[src/sv/rne_pkg.sv]
// Package for the Roman numeral encoder: microcode types, result codes and the
// value/letter pair table. Depends on nothing; every other file uses it.
package rne_pkg;

    localparam int unsigned NUMBER_W    = 16;
    localparam int unsigned REM_W       = 12;
    localparam int unsigned IDX_W       = 3;
    localparam int unsigned LETTER_W    = 7;
    localparam int unsigned STATUS_W    = 2;
    localparam int unsigned LEN_W       = 5;
    localparam int unsigned COUNT_W     = 4;

    localparam logic [NUMBER_W-1:0] MAX_VALUE      = 16'd3999;
    localparam logic [LEN_W-1:0]    MAX_LENGTH_RST = 5'd16;

    localparam logic [STATUS_W-1:0] STATUS_OK       = 2'd0;
    localparam logic [STATUS_W-1:0] STATUS_RANGE    = 2'd1;
    localparam logic [STATUS_W-1:0] STATUS_OVERFLOW = 2'd2;

    localparam logic [LETTER_W-1:0] LTR_NONE = 7'h00;
    localparam logic [LETTER_W-1:0] LTR_M    = 7'h6d;
    localparam logic [LETTER_W-1:0] LTR_D    = 7'h64;
    localparam logic [LETTER_W-1:0] LTR_C    = 7'h63;
    localparam logic [LETTER_W-1:0] LTR_L    = 7'h6c;
    localparam logic [LETTER_W-1:0] LTR_X    = 7'h78;
    localparam logic [LETTER_W-1:0] LTR_V    = 7'h76;
    localparam logic [LETTER_W-1:0] LTR_I    = 7'h69;

    // Microprogram step addresses.
    typedef enum logic [1:0] {
        UPC_FULL = 2'd0,
        UPC_SUB  = 2'd1,
        UPC_SUB2 = 2'd2
    } upc_t;

    typedef enum logic [1:0] {
        COND_GE_FULL = 2'd0,
        COND_GE_SUB  = 2'd1,
        COND_ALWAYS  = 2'd2
    } cond_t;

    typedef enum logic {
        EMIT_FULL_LETTER = 1'b0,
        EMIT_SUB_LETTER  = 1'b1
    } emit_sel_t;

    typedef enum logic [1:0] {
        OP_NONE = 2'd0,
        OP_FULL = 2'd1,
        OP_SUB  = 2'd2
    } op_sel_t;

    // One control word of the microprogram.
    typedef struct packed {
        cond_t     cond;
        emit_sel_t emit_sel;
        op_sel_t   op_sel;
        upc_t      jump_true;
        upc_t      jump_false;
        logic      inc_true;
        logic      inc_false;
    } ucw_t;

    // Datapath flags returned to the sequencer.
    typedef struct packed {
        logic load;
        logic met;
        logic done;
    } dp_status_t;

    typedef struct packed {
        logic [REM_W-1:0]    full;
        logic [REM_W-1:0]    sub;
        logic [LETTER_W-1:0] letter;
        logic [LETTER_W-1:0] sub_letter;
    } pair_t;

    function automatic pair_t pair_lookup(input logic [IDX_W-1:0] idx);
        pair_t p;
        unique case (idx)
            3'd0:    p = '{full: 12'd1000, sub: 12'd900, letter: LTR_M, sub_letter: LTR_C};
            3'd1:    p = '{full: 12'd500,  sub: 12'd400, letter: LTR_D, sub_letter: LTR_C};
            3'd2:    p = '{full: 12'd100,  sub: 12'd90,  letter: LTR_C, sub_letter: LTR_X};
            3'd3:    p = '{full: 12'd50,   sub: 12'd40,  letter: LTR_L, sub_letter: LTR_X};
            3'd4:    p = '{full: 12'd10,   sub: 12'd9,   letter: LTR_X, sub_letter: LTR_I};
            3'd5:    p = '{full: 12'd5,    sub: 12'd4,   letter: LTR_V, sub_letter: LTR_I};
            3'd6:    p = '{full: 12'd1,    sub: 12'd1,   letter: LTR_I, sub_letter: LTR_I};
            default: p = '{full: 12'd1,    sub: 12'd1,   letter: LTR_I, sub_letter: LTR_I};
        endcase
        return p;
    endfunction

endpackage

[src/sv/roman_numeral_encoder_unit.sv]
// Top level of the Roman numeral encoder: length limit register, sequencer and datapath.
// Depends on rne_pkg, rne_sequencer and rne_datapath.
//
//  channel   ports                               transfer
//  --------  ----------------------------------  -----------------------------
//  command   start, busy, number                 start high while busy is low
//  result    strobe, letter, status, last        one cycle per strobe pulse
//  config    cfg_write, cfg_data                 every edge with cfg_write high
//
// A number in range runs one microprogram step per cycle, each step either emitting
// a letter or testing a pair and emitting nothing, and busy stays high for that
// run. An out-of-range number gives its error result the cycle after acceptance
// without raising busy. Each result is registered at the output in the cycle after
// its step. Reset clears the control state and sets the limit to 16.
// The receiver cannot stall, so no result ever waits.
module roman_numeral_encoder_unit (
    input  logic                           clk,
    input  logic                           rst_n,
    input  logic                           start,
    output logic                           busy,
    input  logic [rne_pkg::NUMBER_W-1:0]   number,
    input  logic                           cfg_write,
    input  logic [rne_pkg::LEN_W-1:0]      cfg_data,
    output logic                           strobe,
    output logic [rne_pkg::LETTER_W-1:0]   letter,
    output logic [rne_pkg::STATUS_W-1:0]   status,
    output logic                           last
);

    logic [rne_pkg::LEN_W-1:0] max_length_reg;
    logic [rne_pkg::LEN_W-1:0] max_length_next;
    rne_pkg::dp_status_t       flags;
    rne_pkg::ucw_t             word;
    logic                      accept;

    assign max_length_next = cfg_write ? cfg_data : max_length_reg;

    always_ff @(posedge clk or negedge rst_n)
    begin
        if (!rst_n)
        begin
            max_length_reg <= rne_pkg::MAX_LENGTH_RST;
        end
        else
        begin
            max_length_reg <= max_length_next;
        end
    end

    assign accept = start && !busy;

    rne_sequencer u_seq (
        .clk   (clk),
        .rst_n (rst_n),
        .flags (flags),
        .busy  (busy),
        .word  (word)
    );

    rne_datapath u_dp (
        .clk        (clk),
        .rst_n      (rst_n),
        .accept     (accept),
        .number     (number),
        .max_length (max_length_reg),
        .busy       (busy),
        .word       (word),
        .flags      (flags),
        .strobe     (strobe),
        .letter     (letter),
        .status     (status),
        .last       (last)
    );

endmodule

[src/sv/rne_ucode_rom.sv]
// Microprogram store of the Roman numeral encoder: one control word per step.
// Depends on rne_pkg.
module rne_ucode_rom (
    input  rne_pkg::upc_t upc,
    output rne_pkg::ucw_t word
);

    // Per pair: repeat the full letter while it fits, then try the subtractive
    // pair, and move on to the next pair.
    always_comb
    begin
        unique case (upc)
            rne_pkg::UPC_FULL:
            begin
                word = '{cond: rne_pkg::COND_GE_FULL, emit_sel: rne_pkg::EMIT_FULL_LETTER,
                         op_sel: rne_pkg::OP_FULL, jump_true: rne_pkg::UPC_FULL,
                         jump_false: rne_pkg::UPC_SUB, inc_true: 1'b0, inc_false: 1'b0};
            end
            rne_pkg::UPC_SUB:
            begin
                word = '{cond: rne_pkg::COND_GE_SUB, emit_sel: rne_pkg::EMIT_SUB_LETTER,
                         op_sel: rne_pkg::OP_NONE, jump_true: rne_pkg::UPC_SUB2,
                         jump_false: rne_pkg::UPC_FULL, inc_true: 1'b0, inc_false: 1'b1};
            end
            rne_pkg::UPC_SUB2:
            begin
                word = '{cond: rne_pkg::COND_ALWAYS, emit_sel: rne_pkg::EMIT_FULL_LETTER,
                         op_sel: rne_pkg::OP_SUB, jump_true: rne_pkg::UPC_FULL,
                         jump_false: rne_pkg::UPC_FULL, inc_true: 1'b1, inc_false: 1'b1};
            end
            default:
            begin
                word = '{cond: rne_pkg::COND_ALWAYS, emit_sel: rne_pkg::EMIT_FULL_LETTER,
                         op_sel: rne_pkg::OP_NONE, jump_true: rne_pkg::UPC_FULL,
                         jump_false: rne_pkg::UPC_FULL, inc_true: 1'b0, inc_false: 1'b0};
            end
        endcase
    end

endmodule

[src/sv/rne_sequencer.sv]
// Step counter and jump logic of the Roman numeral encoder.
// Depends on rne_pkg and rne_ucode_rom.
module rne_sequencer (
    input  logic                clk,
    input  logic                rst_n,
    input  rne_pkg::dp_status_t flags,
    output logic                busy,
    output rne_pkg::ucw_t       word
);

    rne_pkg::upc_t upc_reg;
    rne_pkg::upc_t upc_next;
    logic          busy_reg;
    logic          busy_next;

    rne_ucode_rom u_rom (
        .upc  (upc_reg),
        .word (word)
    );

    always_comb
    begin
        upc_next  = upc_reg;
        busy_next = busy_reg;
        if (flags.load)
        begin
            upc_next  = rne_pkg::UPC_FULL;
            busy_next = 1'b1;
        end
        else if (busy_reg)
        begin
            upc_next = flags.met ? word.jump_true : word.jump_false;
            if (flags.done)
            begin
                busy_next = 1'b0;
            end
        end
    end

    always_ff @(posedge clk or negedge rst_n)
    begin
        if (!rst_n)
        begin
            upc_reg  <= rne_pkg::UPC_FULL;
            busy_reg <= 1'b0;
        end
        else
        begin
            upc_reg  <= upc_next;
            busy_reg <= busy_next;
        end
    end

    assign busy = busy_reg;

endmodule

[src/sv/rne_datapath.sv]
// Datapath of the Roman numeral encoder: remainder, pair index, letter count,
// compare and subtract, and the registered result. Depends on rne_pkg.
module rne_datapath (
    input  logic                                clk,
    input  logic                                rst_n,
    input  logic                                accept,
    input  logic [rne_pkg::NUMBER_W-1:0]        number,
    input  logic [rne_pkg::LEN_W-1:0]           max_length,
    input  logic                                busy,
    input  rne_pkg::ucw_t                       word,
    output rne_pkg::dp_status_t                 flags,
    output logic                                strobe,
    output logic [rne_pkg::LETTER_W-1:0]        letter,
    output logic [rne_pkg::STATUS_W-1:0]        status,
    output logic                                last
);

    logic [rne_pkg::REM_W-1:0]    rem_reg;
    logic [rne_pkg::REM_W-1:0]    rem_next;
    logic [rne_pkg::IDX_W-1:0]    idx_reg;
    logic [rne_pkg::IDX_W-1:0]    idx_next;
    logic [rne_pkg::COUNT_W-1:0]  count_reg;
    logic [rne_pkg::COUNT_W-1:0]  count_next;
    logic                         strobe_reg;
    logic                         strobe_next;
    logic [rne_pkg::LETTER_W-1:0] letter_reg;
    logic [rne_pkg::LETTER_W-1:0] letter_next;
    logic [rne_pkg::STATUS_W-1:0] status_reg;
    logic [rne_pkg::STATUS_W-1:0] status_next;
    logic                         last_reg;
    logic                         last_next;

    rne_pkg::pair_t               pair;
    logic                         in_range;
    logic                         met;
    logic [rne_pkg::REM_W-1:0]    operand;
    logic [rne_pkg::REM_W-1:0]    rem_after;
    logic [rne_pkg::LETTER_W-1:0] emit_char;
    logic                         overflow;
    logic                         inc;

    assign pair     = rne_pkg::pair_lookup(idx_reg);
    assign in_range = (number != '0) && (number <= rne_pkg::MAX_VALUE);

    always_comb
    begin
        case (word.cond)
            rne_pkg::COND_GE_FULL: met = (rem_reg >= pair.full);
            rne_pkg::COND_GE_SUB:  met = (rem_reg >= pair.sub);
            default:               met = 1'b1;
        endcase
        case (word.op_sel)
            rne_pkg::OP_FULL: operand = pair.full;
            rne_pkg::OP_SUB:  operand = pair.sub;
            default:          operand = '0;
        endcase
    end

    assign rem_after = rem_reg - operand;
    assign emit_char = (word.emit_sel == rne_pkg::EMIT_SUB_LETTER) ? pair.sub_letter
                                                                   : pair.letter;
    // The letter that would bring the count up to the limit becomes an overflow.
    assign overflow  = ({1'b0, count_reg} + 5'd1) >= max_length;
    assign inc       = met ? word.inc_true : word.inc_false;

    assign flags.load = accept && in_range;
    assign flags.met  = met;
    assign flags.done = met && (overflow || (rem_after == '0));

    always_comb
    begin
        rem_next    = rem_reg;
        idx_next    = idx_reg;
        count_next  = count_reg;
        strobe_next = 1'b0;
        letter_next = letter_reg;
        status_next = status_reg;
        last_next   = last_reg;
        if (accept)
        begin
            rem_next   = number[rne_pkg::REM_W-1:0];
            idx_next   = '0;
            count_next = '0;
            if (!in_range)
            begin
                strobe_next = 1'b1;
                letter_next = rne_pkg::LTR_NONE;
                status_next = rne_pkg::STATUS_RANGE;
                last_next   = 1'b1;
            end
        end
        else if (busy)
        begin
            if (inc)
            begin
                idx_next = idx_reg + 3'd1;
            end
            if (met)
            begin
                strobe_next = 1'b1;
                if (overflow)
                begin
                    letter_next = rne_pkg::LTR_NONE;
                    status_next = rne_pkg::STATUS_OVERFLOW;
                    last_next   = 1'b1;
                end
                else
                begin
                    letter_next = emit_char;
                    status_next = rne_pkg::STATUS_OK;
                    last_next   = (rem_after == '0);
                    rem_next    = rem_after;
                    count_next  = count_reg + 4'd1;
                end
            end
        end
    end

    always_ff @(posedge clk or negedge rst_n)
    begin
        if (!rst_n)
        begin
            strobe_reg <= 1'b0;
            idx_reg    <= '0;
            count_reg  <= '0;
            rem_reg    <= '0;
        end
        else
        begin
            strobe_reg <= strobe_next;
            idx_reg    <= idx_next;
            count_reg  <= count_next;
            rem_reg    <= rem_next;
        end
    end

    always_ff @(posedge clk)
    begin
        letter_reg <= letter_next;
        status_reg <= status_next;
        last_reg   <= last_next;
    end

    assign strobe = strobe_reg;
    assign letter = letter_reg;
    assign status = status_reg;
    assign last   = last_reg;

endmodule

[config.mk]
export PLATFORM = sky130hd
export DESIGN_NAME = roman_numeral_encoder_unit
export DESIGN_NICKNAME = d
export VERILOG_FILES = /design/src/sv/rne_pkg.sv /design/src/sv/roman_numeral_encoder_unit.sv /design/src/sv/rne_ucode_rom.sv /design/src/sv/rne_sequencer.sv /design/src/sv/rne_datapath.sv
export SDC_FILE = /design/constraint.sdc
export NUM_CORES = 1
export LEC_CHECK = 0
export BUFFER_PORTS_ARGS = -buffer_cell sky130_fd_sc_hd__buf_2
export CAP_MARGIN = 10
export CORE_ASPECT_RATIO = 1.1
export CORE_MARGIN = 10
export CORE_UTILIZATION = 45
export DETAILED_ROUTE_END_ITERATION = 7
export PLACE_DENSITY = 0.61
export SETUP_SLACK_MARGIN = 0.02
export SYNTH_ARGS = -nofsm -noshare
export SYNTH_HDL_FRONTEND = slang
export SYNTH_SLANG_ARGS = --single-unit
[constraint.sdc]
create_clock -name clk -period 8.7 [get_ports clk]
set_input_delay 0.87 -clock clk [delete_from_list [all_inputs] [get_ports clk]]
set_output_delay 0.87 -clock clk [all_outputs]
set_load 0.01 [all_outputs]
==> results.md, run 1 <==
- Status: completed
- FP Rows: 31
- Ant. Diodes: 0
- Crit share post-route: 50.2%
- Max FFs per register: 12
- I/O Buffers: 36
- Setup bufs post-CTS: 0
- Final Hold Viols: 0
- Final setup violation count: 0
- Vias per cell: 5.74
- Max Freq: about 0.23 GHz
- Via Count: 2635
- Worst slew margin: a little under half
- Layout cell share with drive strength beyond 1: 14.9%
- Clock Skews: ~0.0091 ns
- DP Wirelength: ~6.1 mm
- Post-CTS Hold Buffers: 0
- Seq cells post-synth: 37
- Post-layout nets: 444
- YS warnings: 0
- Critical path capture point type: flop
- Clock Latency Late Sink: roughly 0.29 ns
- Routed WL: ~7.5 mm
- Final worst path period need: between 4 and 5 ns
- Critical hold path startpoint: max_length_reg[4]
- Pin count of the biggest net entering global routing: 29
- DRT antenna net count: 0
- WS Path Type: flop to flop
- Die width: slightly below 100 um
- Synth unique cells: 58
- Worst-path clk slew: about 0.070 ns
- Leakage power: between 0.0015 and 0.002 uW
- Critical Path AT: around 4.5 ns
- Synth Area in Compound Gates: a little over a fifth
- Critical path origin: u_dp.idx_reg[0]
- Clock tree sinks: 37
- H-tree depth: 2
- Setup TNS: 0 ns
- Clock Path Buffers: 2
- Syn nets: just over 400
- Mapped Cells: 347
- Slew Viols, Final: 0
- GRT Total Usage: 14.4%
- Overflow after GRT: 0
- Routed len/inst: between 15 and 20 um
- Post-synth ARST share: between 70% and 80%
- Core box area: between 0.006 and 0.007 mm2
- Hold Crit Class: flop to flop
- MaxCap Viol Count: 0
- CTS tree: yes
- Global-route wire length before repair: about 13 mm
- PostCTS Resize Cnt: 0
- Worst-Margin Slew: 0.823 ns
- Main combinational cell family by area after synthesis: compound AO/OA/AOI/OAI gates
- Root Buffer: clkbuf_8
- Vias in the first global route: between 2000 and 3000
- Crit path max fanout: 7
- Core Util, Final: between 50% and 60%
- Pwr/cell area: around 440 mW/mm2
- Register area share after synthesis: between 30% and 40%
- Mux cell area share after synthesis: 2.99%
- Synth Area per Inst: 8.79 um2
- RSZ-0062 raised after global routing: no
- Synth Area in Adders: between 15 and 20%
- Die area: 0.0105 mm2
- Post-synth top flop: dfrtp_1
- Synthesis-to-finish area growth: 10.0%
- DR DRC count: 0
- # IOs: 37
- Synth Area in XOR/XNOR: between 3 and 4%
- Vert. Die Dim: 106 um
- Routability cong.: between 0.9 and 1
- Initial DRC count: ~140
- DR pass1 iterations: 4
- Initial antenna violation count: 0
- Critical path startpoint category: flop
- EDFF count, synth: 9
- Starting Density: between 40% and 50%
- Number of CTS-inserted buffers: 5
- Peak VDD IR: around 0.00031 V
- Simple-Gate Fraction of Synth Area: 16.4%
- RR Startpoint: u_dp.idx_reg[0]
- CP Data Required Time: 8.87 ns
- Synthesized area: around 0.0031 mm2
[Yosys cell counts, drive strengths merged (3+ instances only)]
master   instances  area, um2
ha              42        526
nand2           37        139
nor2            35        131
dfrtp           27        676
inv             26       97.6
o21ai           23        115
a21oi           18       93.8
nor3            14       70.1
a211oi          11       82.6
clkbuf          11       41.3
edfxtp           9        270
xor2             9       78.8
nor4             5       31.3
a31oi            4       37.5
buf              4       28.8
mux2             4       48.8
nand2b           4       25.0
o2111ai          4       35.0
o211ai           4       35.0
o22ai            4       25.0
a21o             3       22.5
and2             3       18.8
mux2i            3       42.5
xnor2            3       26.3
[cell usage in the layout (no fill, tap or decap), types with 3 or more instances in the layout]
cell / count
ha_1: 42
nand2_1: 37
buf_2: 36
nor2_1: 35
dfrtp_1: 27
inv_1: 26
o21ai_0: 23
a21oi_1: 17
nor3_1: 14
a211oi_1: 11
xor2_1: 9
edfxtp_1: 9
nor4_1: 5
clkbuf_8: 5
o22ai_1: 4
nand2b_1: 4
o2111ai_1: 4
xnor2_1: 3
o211ai_1: 3
and2_1: 3
a21o_1: 3
mux2_2: 3
[layer usage]
metal	wire [um]	up-vias	global-route usage, %
li1	-	1329	-
met1	3430	1235	18.4
met2	3580	63	23.7
met3	420	8	2.66
met4	110	0	5.33
met5	0	-	0
[critical path, cell delays in order (launching register included)]
cell and delay [ns]:
dfrtp_1 0.45, inv_1 0.11, ha_1 0.20, nor2b_1 0.35, inv_1 0.16, nand2_1 0.17, nor2_1 0.05, nor2_1 0.10
o22ai_1 0.12, o2bb2a_1 0.37, fa_1 0.45, a211oi_1 0.31, nor2_1 0.11, xor2_1 0.19, nor4_1 0.26, and4_1 0.24
o2111ai_1 0.22, a221o_1 0.39
[cell type report]
cell class,instances,area [um2]
inverter,26,97.6
clock buffer,7,76.3
multi-input combinational,269,1910
timing repair buffer,37,188
sequential,37,972
clock inverter,1,8.76
fill,662,3240
tap,82,103
[report_power, final]
part / internal (uW) / switching [uW] / leakage (uW)
clock: 57.2 / 60.2 / 0.0000424
combinational: 427 / 622 / 0.00104
sequential: 258 / 67.8 / 0.000431
total: 741 / 750 / 0.00151
[cell families (layout without fill, tap and decap cells)]
| logic type | after synthesis | in the layout |
|---|---|---|
| and+or+nand+nor | 110 | 110 |
| AOI/OAI and AO/OA | 97 | 97 |
| adders and majority gates | 43 | 43 |
| buffers and inverters | 41 | 71 |
| DFF | 37 | 37 |
| xor gates and xnor gates | 12 | 12 |
| muxes | 7 | 7 |
[stage by stage]
| stage | instance area, um2 | std cells | worst slack (ns) | hold slack [ns] | total power [uW] |
|---|---|---|---|---|---|
| 2_1_floorplan | 3050 | 347 | 5.12 | 0.480 | 1110 |
| 3_3_place_gp | 3270 | 451 | 4.35 | 0.499 | 1360 |
| 3_5_place_dp | 3270 | 451 | 4.35 | 0.512 | 1370 |
| 4_1_cts | 3360 | 459 | 4.34 | 0.525 | 1500 |
| 5_1_grt | 3360 | 459 | 3.98 | 0.564 | 1630 |
| 6_report | 3360 | 459 | 4.34 | 0.523 | 1490 |
[worst paths after layout]
kind                                          end  slack, ns  depth (start not counted)
worst max-delay path                   u_seq.busy       4.34                         17
worst min-delay path            max_length_reg[4]       0.52                          2
worst max register to register         u_seq.busy       4.34                         17
worst min register to register  max_length_reg[4]       0.52                          2
max in group asynchronous         u_dp.rem_reg[5]       7.66                          1
min in group asynchronous       max_length_reg[1]       0.61                          1
Note: power is estimated with default switching activity, not from simulation.
==> run 2: changes to the inputs <==
--- a/config.mk
+++ b/config.mk
@@ -11,7 +11,7 @@
 export CORE_MARGIN = 10
 export CORE_UTILIZATION = 45
 export DETAILED_ROUTE_END_ITERATION = 7
-export PLACE_DENSITY = 0.61
+export PLACE_DENSITY = 0.64
 export SETUP_SLACK_MARGIN = 0.02
 export SYNTH_ARGS = -nofsm -noshare
 export SYNTH_HDL_FRONTEND = slang
==> constraint.sdc (replaced) <==
create_clock -name clk -period 3.81 [get_ports clk]
set_input_delay 0.381 -clock clk [delete_from_list [all_inputs] [get_ports clk]]
set_output_delay 0.381 -clock clk [all_outputs]
set_load 0.01 [all_outputs]
==> run 2 against run 1 <==
  * Total power increased by 150%
  * Worst hold slack lost 0.41 ns
  * Final area up 7.6%
  * Critical endpoint unchanged
  * Largest power group unchanged
  * Critical path depth is the same
==> results.md, run 2 (synthesis gave the netlist of run 1 again) <==
- Internal power: roughly 1900 uW
- Clock Skews: 0.00668 ns
- Crit path max fanout: 4
- H-tree depth: 2
- Initial DRC count: approximately 120
- Critical path capture point type: flop
- Vias in the first global route: between 2000 and 3000
- Crit path largest cell delay: approximately 0.4 ns
- Hold Crit Class: input port to async pin
- Routability cong.: ~0.96
- GRT Total Usage: about 16%
- Slowest CP cell: dfrtp_1
- Reg2reg path depth: 17
- Status: completed
- Via Count: 2807
- Worst-path clk slew: roughly 0.08 ns
- Slack of the worst reg-to-reg path: roughly 0.14 ns
- Critical path origin: u_dp.idx_reg[0]
- Reg2reg end: u_seq.busy
- CTS tree: yes
- Final setup violation count: 0
- Gate power share: 72.1%
- Critical path startpoint category: flop
- Routed WL: around 8.2 mm
- Initial antenna violation count: 0
- Setup ws final: between 0.1 and 0.15 ns
- Core Util, Final: around 55%
- Clock Latency Late Sink: between 0.2 and 0.3 ns
- DR pass1 iterations: 4
- Leakage power: approximately 0.0016 uW
- Sequence of cells on the critical path: inv_1, ha_2, nor2b_2, buf_4, nor2_2, nand2_2, o22ai_2, ha_2, inv_1, fa_2, a211oi_2, nor2_1, xor2_1, nor4_1, and4_1, o2111ai_2, a221o_1
- Core box area: between 0.006 and 0.007 mm2
- Synthesis-to-finish area growth: 18.4%
- Final worst path period need: approximately 3.7 ns
- Setup TNS: 0 ns
- CP Data Required Time: about 4 ns
- Dpl ws: approximately 0.0017 ns
- Vias per cell: between 5 and 6
- Global-route wire length before repair: around 14 mm
- Crit share post-route: a little over nine tenths
- # IOs: 37
- WS Path Type: flop to flop
- Root Buffer: clkbuf_8
- Clock Path Buffers: 2
- Sw Ratio: between 40% and 50%
- Overflow after GRT: 0
- MaxCap Viol Count: 0
- Post-layout nets: 467
- Sequential share of power: between 20% and 30%
- Worst slew margin: between 50% and 60%
- Pin count of the biggest net entering global routing: 29
- Ant. Diodes: 0
- Critical Path AT: roughly 3.9 ns
- Pwr/cell area: 1020 mW/mm2
- DRT antenna net count: 0
- Clock tree sinks: 37
- Dpl cell area: 0.00342 mm2
- Final total power: between 3000 and 4000 uW
- Crit path max-delay family: simple AND/OR/NAND/NOR gates
- Most frequent cells in the layout: ha_1, nand2_1, buf_2
- Routed len/inst: between 15 and 20 um
- Clock share of power: slightly below 8%
- Vert. Die Dim: 106 um
- Commonest non-fill, non-tap cell in the layout: ha_1
- Final Hold Viols: 0
- Die area: 0.0105 mm2
- Die width: a little under 100 um
- Max Freq: between 0.2 and 0.3 GHz
- FP Rows: 31
- Starting Density: a little under half
- Slew Viols, Final: 0
- Layout cell share with drive strength beyond 1: 24.8%
- Sw Pwr: about 1800 uW
- Worst-Margin Slew: around 0.67 ns
- Number of CTS-inserted buffers: 5
- Max FFs per register: 12
- DR DRC count: 0
- RR Startpoint: u_dp.idx_reg[0]
- I/O Buffers: 36
- Peak VDD IR: roughly 0.00055 V
- DP Wirelength: 6.57 mm
- Buffers & Inverters on Critical Path: 3
- Finished Cell Area: between 0.003 and 0.004 mm2
[run 2: cell types whose count changed in the layout (fill, tap and decap cells not counted), moves of 2 or more]
cell and change:
buf_4 +23, ha_1 -4, ha_2 +4, nor2_1 -3
nor2_2 +3, nor2b_1 -2, nor2b_2 +2
[run 2: worst register-to-register path, cell delays in order (launching register included)]
cell and delay, ns:
dfrtp_1 0.40, inv_1 0.09, ha_2 0.20, nor2b_2 0.16
buf_4 0.14, nor2_2 0.11, nand2_2 0.10, o22ai_2 0.16
ha_2 0.21, inv_1 0.06, fa_2 0.36, a211oi_2 0.27
nor2_1 0.09, xor2_1 0.15, nor4_1 0.28, and4_1 0.27
o2111ai_2 0.16, a221o_1 0.35
[run 2: area by class of cell]
class	count	area, um2
inverters	26	97.6
fillers	620	2980
clock inverters	1	7.51
multi-input cells	269	1990
clock buffers	7	86.3
well taps	82	103
repair buffers	60	360
flip-flops and latches	37	972
[run 2: power groups by stage]
stage	combinational [uW]	sequential (uW)	clock, uW
after floorplan	1820	723	0
after global placement	2450	738	0
after detailed placement	2460	744	0
after CTS	2500	736	298
after global routing	2950	757	317
final	2650	736	290
[run 2: routing by layer]
metal | part of all wire [%] | vias up | GRT usage (%)
met3 | 4.7 | 15 | 2.85
met4 | 2.3 | 0 | 5.43
li1 | - | 1367 | -
met1 | 45 | 1327 | 19.3
met2 | 48 | 98 | 26.1
met5 | 0 | - | 0
[run 2: worst max path at each step]
| stage | endpoint | slack, ns | cells after the start |
|---|---|---|---|
| 5_1_grt | u_seq.busy | -0.05 | 17 |
| 3_3_place_gp | u_seq.busy | 0.20 | 17 |
| 2_1_floorplan | u_seq.busy | 0.23 | 17 |
| 6_report | u_seq.busy | 0.14 | 17 |
| 3_5_place_dp | u_seq.busy | 0.002 | 17 |
| 4_1_cts | u_seq.busy | 0.07 | 17 |
[run 2: through the flow]
stage / cells / hold slack, ns
2_1_floorplan: 347 / 0.0854
3_3_place_gp: 471 / 0.450
3_5_place_dp: 471 / 0.451
4_1_cts: 479 / 0.133
5_1_grt: 482 / 0.153
6_report: 482 / 0.112
[run 2: what timing repair did]
item                                    CTS  global route
buffers inserted                          0             3
hold buffers                              0             0
endpoints found under the hold margin     0             0
endpoints found under the setup margin    1             4
gates cloned                              0             0
gates resized for setup                   1            19
pin swaps                                 0             5
==> run 3: changes to the inputs <==
--- a/config.mk
+++ b/config.mk
@@ -11,8 +11,9 @@
 export CORE_MARGIN = 10
 export CORE_UTILIZATION = 45
 export DETAILED_ROUTE_END_ITERATION = 7
-export PLACE_DENSITY = 0.64
+export PLACE_DENSITY = 0.63
 export SETUP_SLACK_MARGIN = 0.02
 export SYNTH_ARGS = -nofsm -noshare
 export SYNTH_HDL_FRONTEND = slang
+export SYNTH_HIERARCHICAL = 1
 export SYNTH_SLANG_ARGS = --single-unit
==> run 3 against run 2 <==
  * Clock power rose by 23%
  * Area after synthesis up 8.2%
  * Count of clock-buffer cells in the layout is 1 lower
==> results.md, run 3 <==
- Peak VDD IR: 0.000422 V
- Final Non-Filler Cells: slightly below 500
- Core box area: ~0.0071 mm2
- RR Startpoint: u_dp/idx_reg[1]
- Ant. Diodes: 0
- Post-CTS Hold Buffers: 0
- DR DRC count: 0
- I/O Buffers: 36
- Critical path destination: u_seq/busy
- Root Buffer: clkbuf_8
- Sequence of cells on the critical path: buf_4, ha_1, ha_1, a22oi_1, nor2_1, o21bai_1, ha_1, a21oi_1, nand2_1, o211a_1, nor4_2, buf_4, xnor2_1, nand4_1, a21boi_1, inv_1, a21o_1
- Worst-Margin Slew: around 0.68 ns
- Setup TNS: 0 ns
- Post-synth ARST share: between 70 and 80%
- Crit share post-route: just over 90%
- Vert. Die Dim: ~110 um
- Dpl cells: roughly 480
- Clock Latency Late Sink: about 0.30 ns
- Vias per cell: 5.65
- WS Path Type: flop to flop
- Post-synth top flop: dfrtp_1
- Final setup violation count: 0
- Clock Path Buffers: 2
- Synthesized area: approximately 0.0033 mm2
- Reg2reg path depth: 17
- Most frequent CP cell: ha_1
- Final total power: about 3200 uW
- Register area share after synthesis: 29.4%
- H-tree depth: 2
- Buffers & Inverters on Critical Path: 3
- Internal power: 1710 uW
- Critical path capture point type: flop
- Slack of the worst reg-to-reg path: approximately 0.27 ns
- Layout cell share with drive strength beyond 1: 20.6%
- Final Hold Viols: 0
- Synth area leaders: dfrtp_1, ha_1, edfxtp_1, nor2_1, a21oi_1
- Sw Ratio: 46.1%
- Final worst path period need: between 3 and 4 ns
- FP Rows: 32
- Most frequent cells in the layout: ha_1, nor2_1, buf_2
- Post-layout nets: between 400 and 500
- Clock share of power: a little under an eighth
- Crit path depth: 17
- # IOs: 37
- Via Count: approximately 2800
- Leakage power: about 0.0017 uW
- Routed WL: between 7 and 8 mm
- Mapped Cells: 371
- Pin count of the biggest net entering global routing: 44
- Vias in the first global route: between 2000 and 3000
- Crit path max fanout: 15
- Slowest CP cell: dfrtp_1
- Initial antenna violation count: 0
- Reg2reg end: u_seq/busy
- Critical Path AT: between 3 and 4 ns
- Crit path max-delay family: compound AO/OA/AOI/OAI gates
- Starting Density: a little under half
- Max FFs per register: 12
- EDFF count, synth: 9
- Sequential share of power: 23.2%
- DRT antenna net count: 0
- Commonest cells post-synth: ha_1, nor2_1, dfrtp_1
- Synth Area per Inst: roughly 8.9 um2
- Clock tree sinks: 37
- Status: completed
- Routed len/inst: roughly 16 um
- Commonest non-fill, non-tap cell in the layout: ha_1
- Critical path startpoint category: flop
- CTS tree: yes
- Cell with the most instances after synthesis: ha_1
- Sw Pwr: between 1000 and 1500 uW
- RSZ-0062 raised after global routing: no
- Initial DRC count: 120
- Overflow after GRT: 0
- Clock Skews: roughly 0.012 ns
- Gate power share: about two thirds
- Pwr/cell area: 846 mW/mm2
- Post-synth top area share: 20.5%
- Slew Viols, Final: 0
- Yosys top cell by area: dfrtp_1
- Worst slew margin: 54.4%
- Max Freq: around 0.28 GHz
- YS warnings: 6
- CP Data Required Time: approximately 4 ns
- Die area: 0.0112 mm2
- DP Wirelength: between 6 and 7 mm
- Worst-path clk slew: approximately 0.090 ns
- Die width: approximately 100 um
- Critical path origin: u_dp/idx_reg[1]
- Crit path largest cell delay: 0.39 ns
- Synth unique cells: 61
- Hold Crit Class: input port to async pin
- Synthesis-to-finish area growth: 13.7%
- Routability cong.: a little over 0.9
- GRT Total Usage: between 10% and 20%
- Global-route wire length before repair: around 14 mm
- Seq cells post-synth: 37
- DR pass1 iterations: 6
- Number of CTS-inserted buffers: 5
- Core Util, Final: between 50% and 60%
- MaxCap Viol Count: 0
-- run 3: metal layers --
metal  global-route usage (%)  routed length, um  part of all wire, %  up-vias
met1                     19.3               3690                   47     1328
li1                         -                  -                    -     1399
met4                     3.37                 53                 0.67        0
met3                     2.95                286                  3.6        5
met2                     24.6               3830                   49       52
met5                        0                  0                    0        -
-- run 3: how the worst min path moves through the flow --
| stage | from | end | slack [ns] |
|---|---|---|---|
| 2_1_floorplan | rst_n | max_length_reg[0] | 0.09 |
| 3_3_place_gp | rst_n | u_dp/rem_reg[6] | 0.45 |
| 3_5_place_dp | rst_n | u_dp/rem_reg[6] | 0.46 |
| 4_1_cts | rst_n | u_dp/rem_reg[6] | 0.13 |
| 5_1_grt | rst_n | u_dp/count_reg[2] | 0.16 |
| 6_report | rst_n | u_dp/rem_reg[6] | 0.11 |
-- run 3: layout make-up --
type / count / area, um2
multi-input combinational: 292 / 2200
inverter: 25 / 93.8
clock buffer: 6 / 72.6
sequential: 37 / 973
tap: 85 / 106
fill: 650 / 3330
clock inverter: 2 / 38.8
timing repair buffer: 46 / 268
-- run 3: repair_timing --
item,CTS,global route
resized for setup,0,20
buffers inserted,0,4
setup endpoints to repair,0,11
-- run 3: logic make-up after synthesis --
family          share of synthesized area (%)
simple gates                             18.5
other cells                             0.114
fa+ha+maj                                18.0
xor+xnor                                 2.92
buf+inv                                  6.14
flops                                    29.4
compound gates                           18.4
mux                                      6.40
-- run 3: power groups by stage --
stage / Combinational, uW / Clock (uW) / Sequential [uW]
final: 2080 / 357 / 736
after global routing: 2340 / 379 / 761
after CTS: 1980 / 365 / 732
after detailed placement: 1970 / 0 / 739
after global placement: 1940 / 0 / 733
after floorplan: 1510 / 0 / 725
-- run 3: per-stage QoR --
step	cell area, um2	setup WS (ns)	hold WS [ns]
2_1_floorplan	3310	0.499	0.0854
3_3_place_gp	3540	0.0956	0.447
3_5_place_dp	3540	0.0385	0.459
4_1_cts	3650	0.0256	0.132
5_1_grt	3750	0.00965	0.155
6_report	3750	0.273	0.111
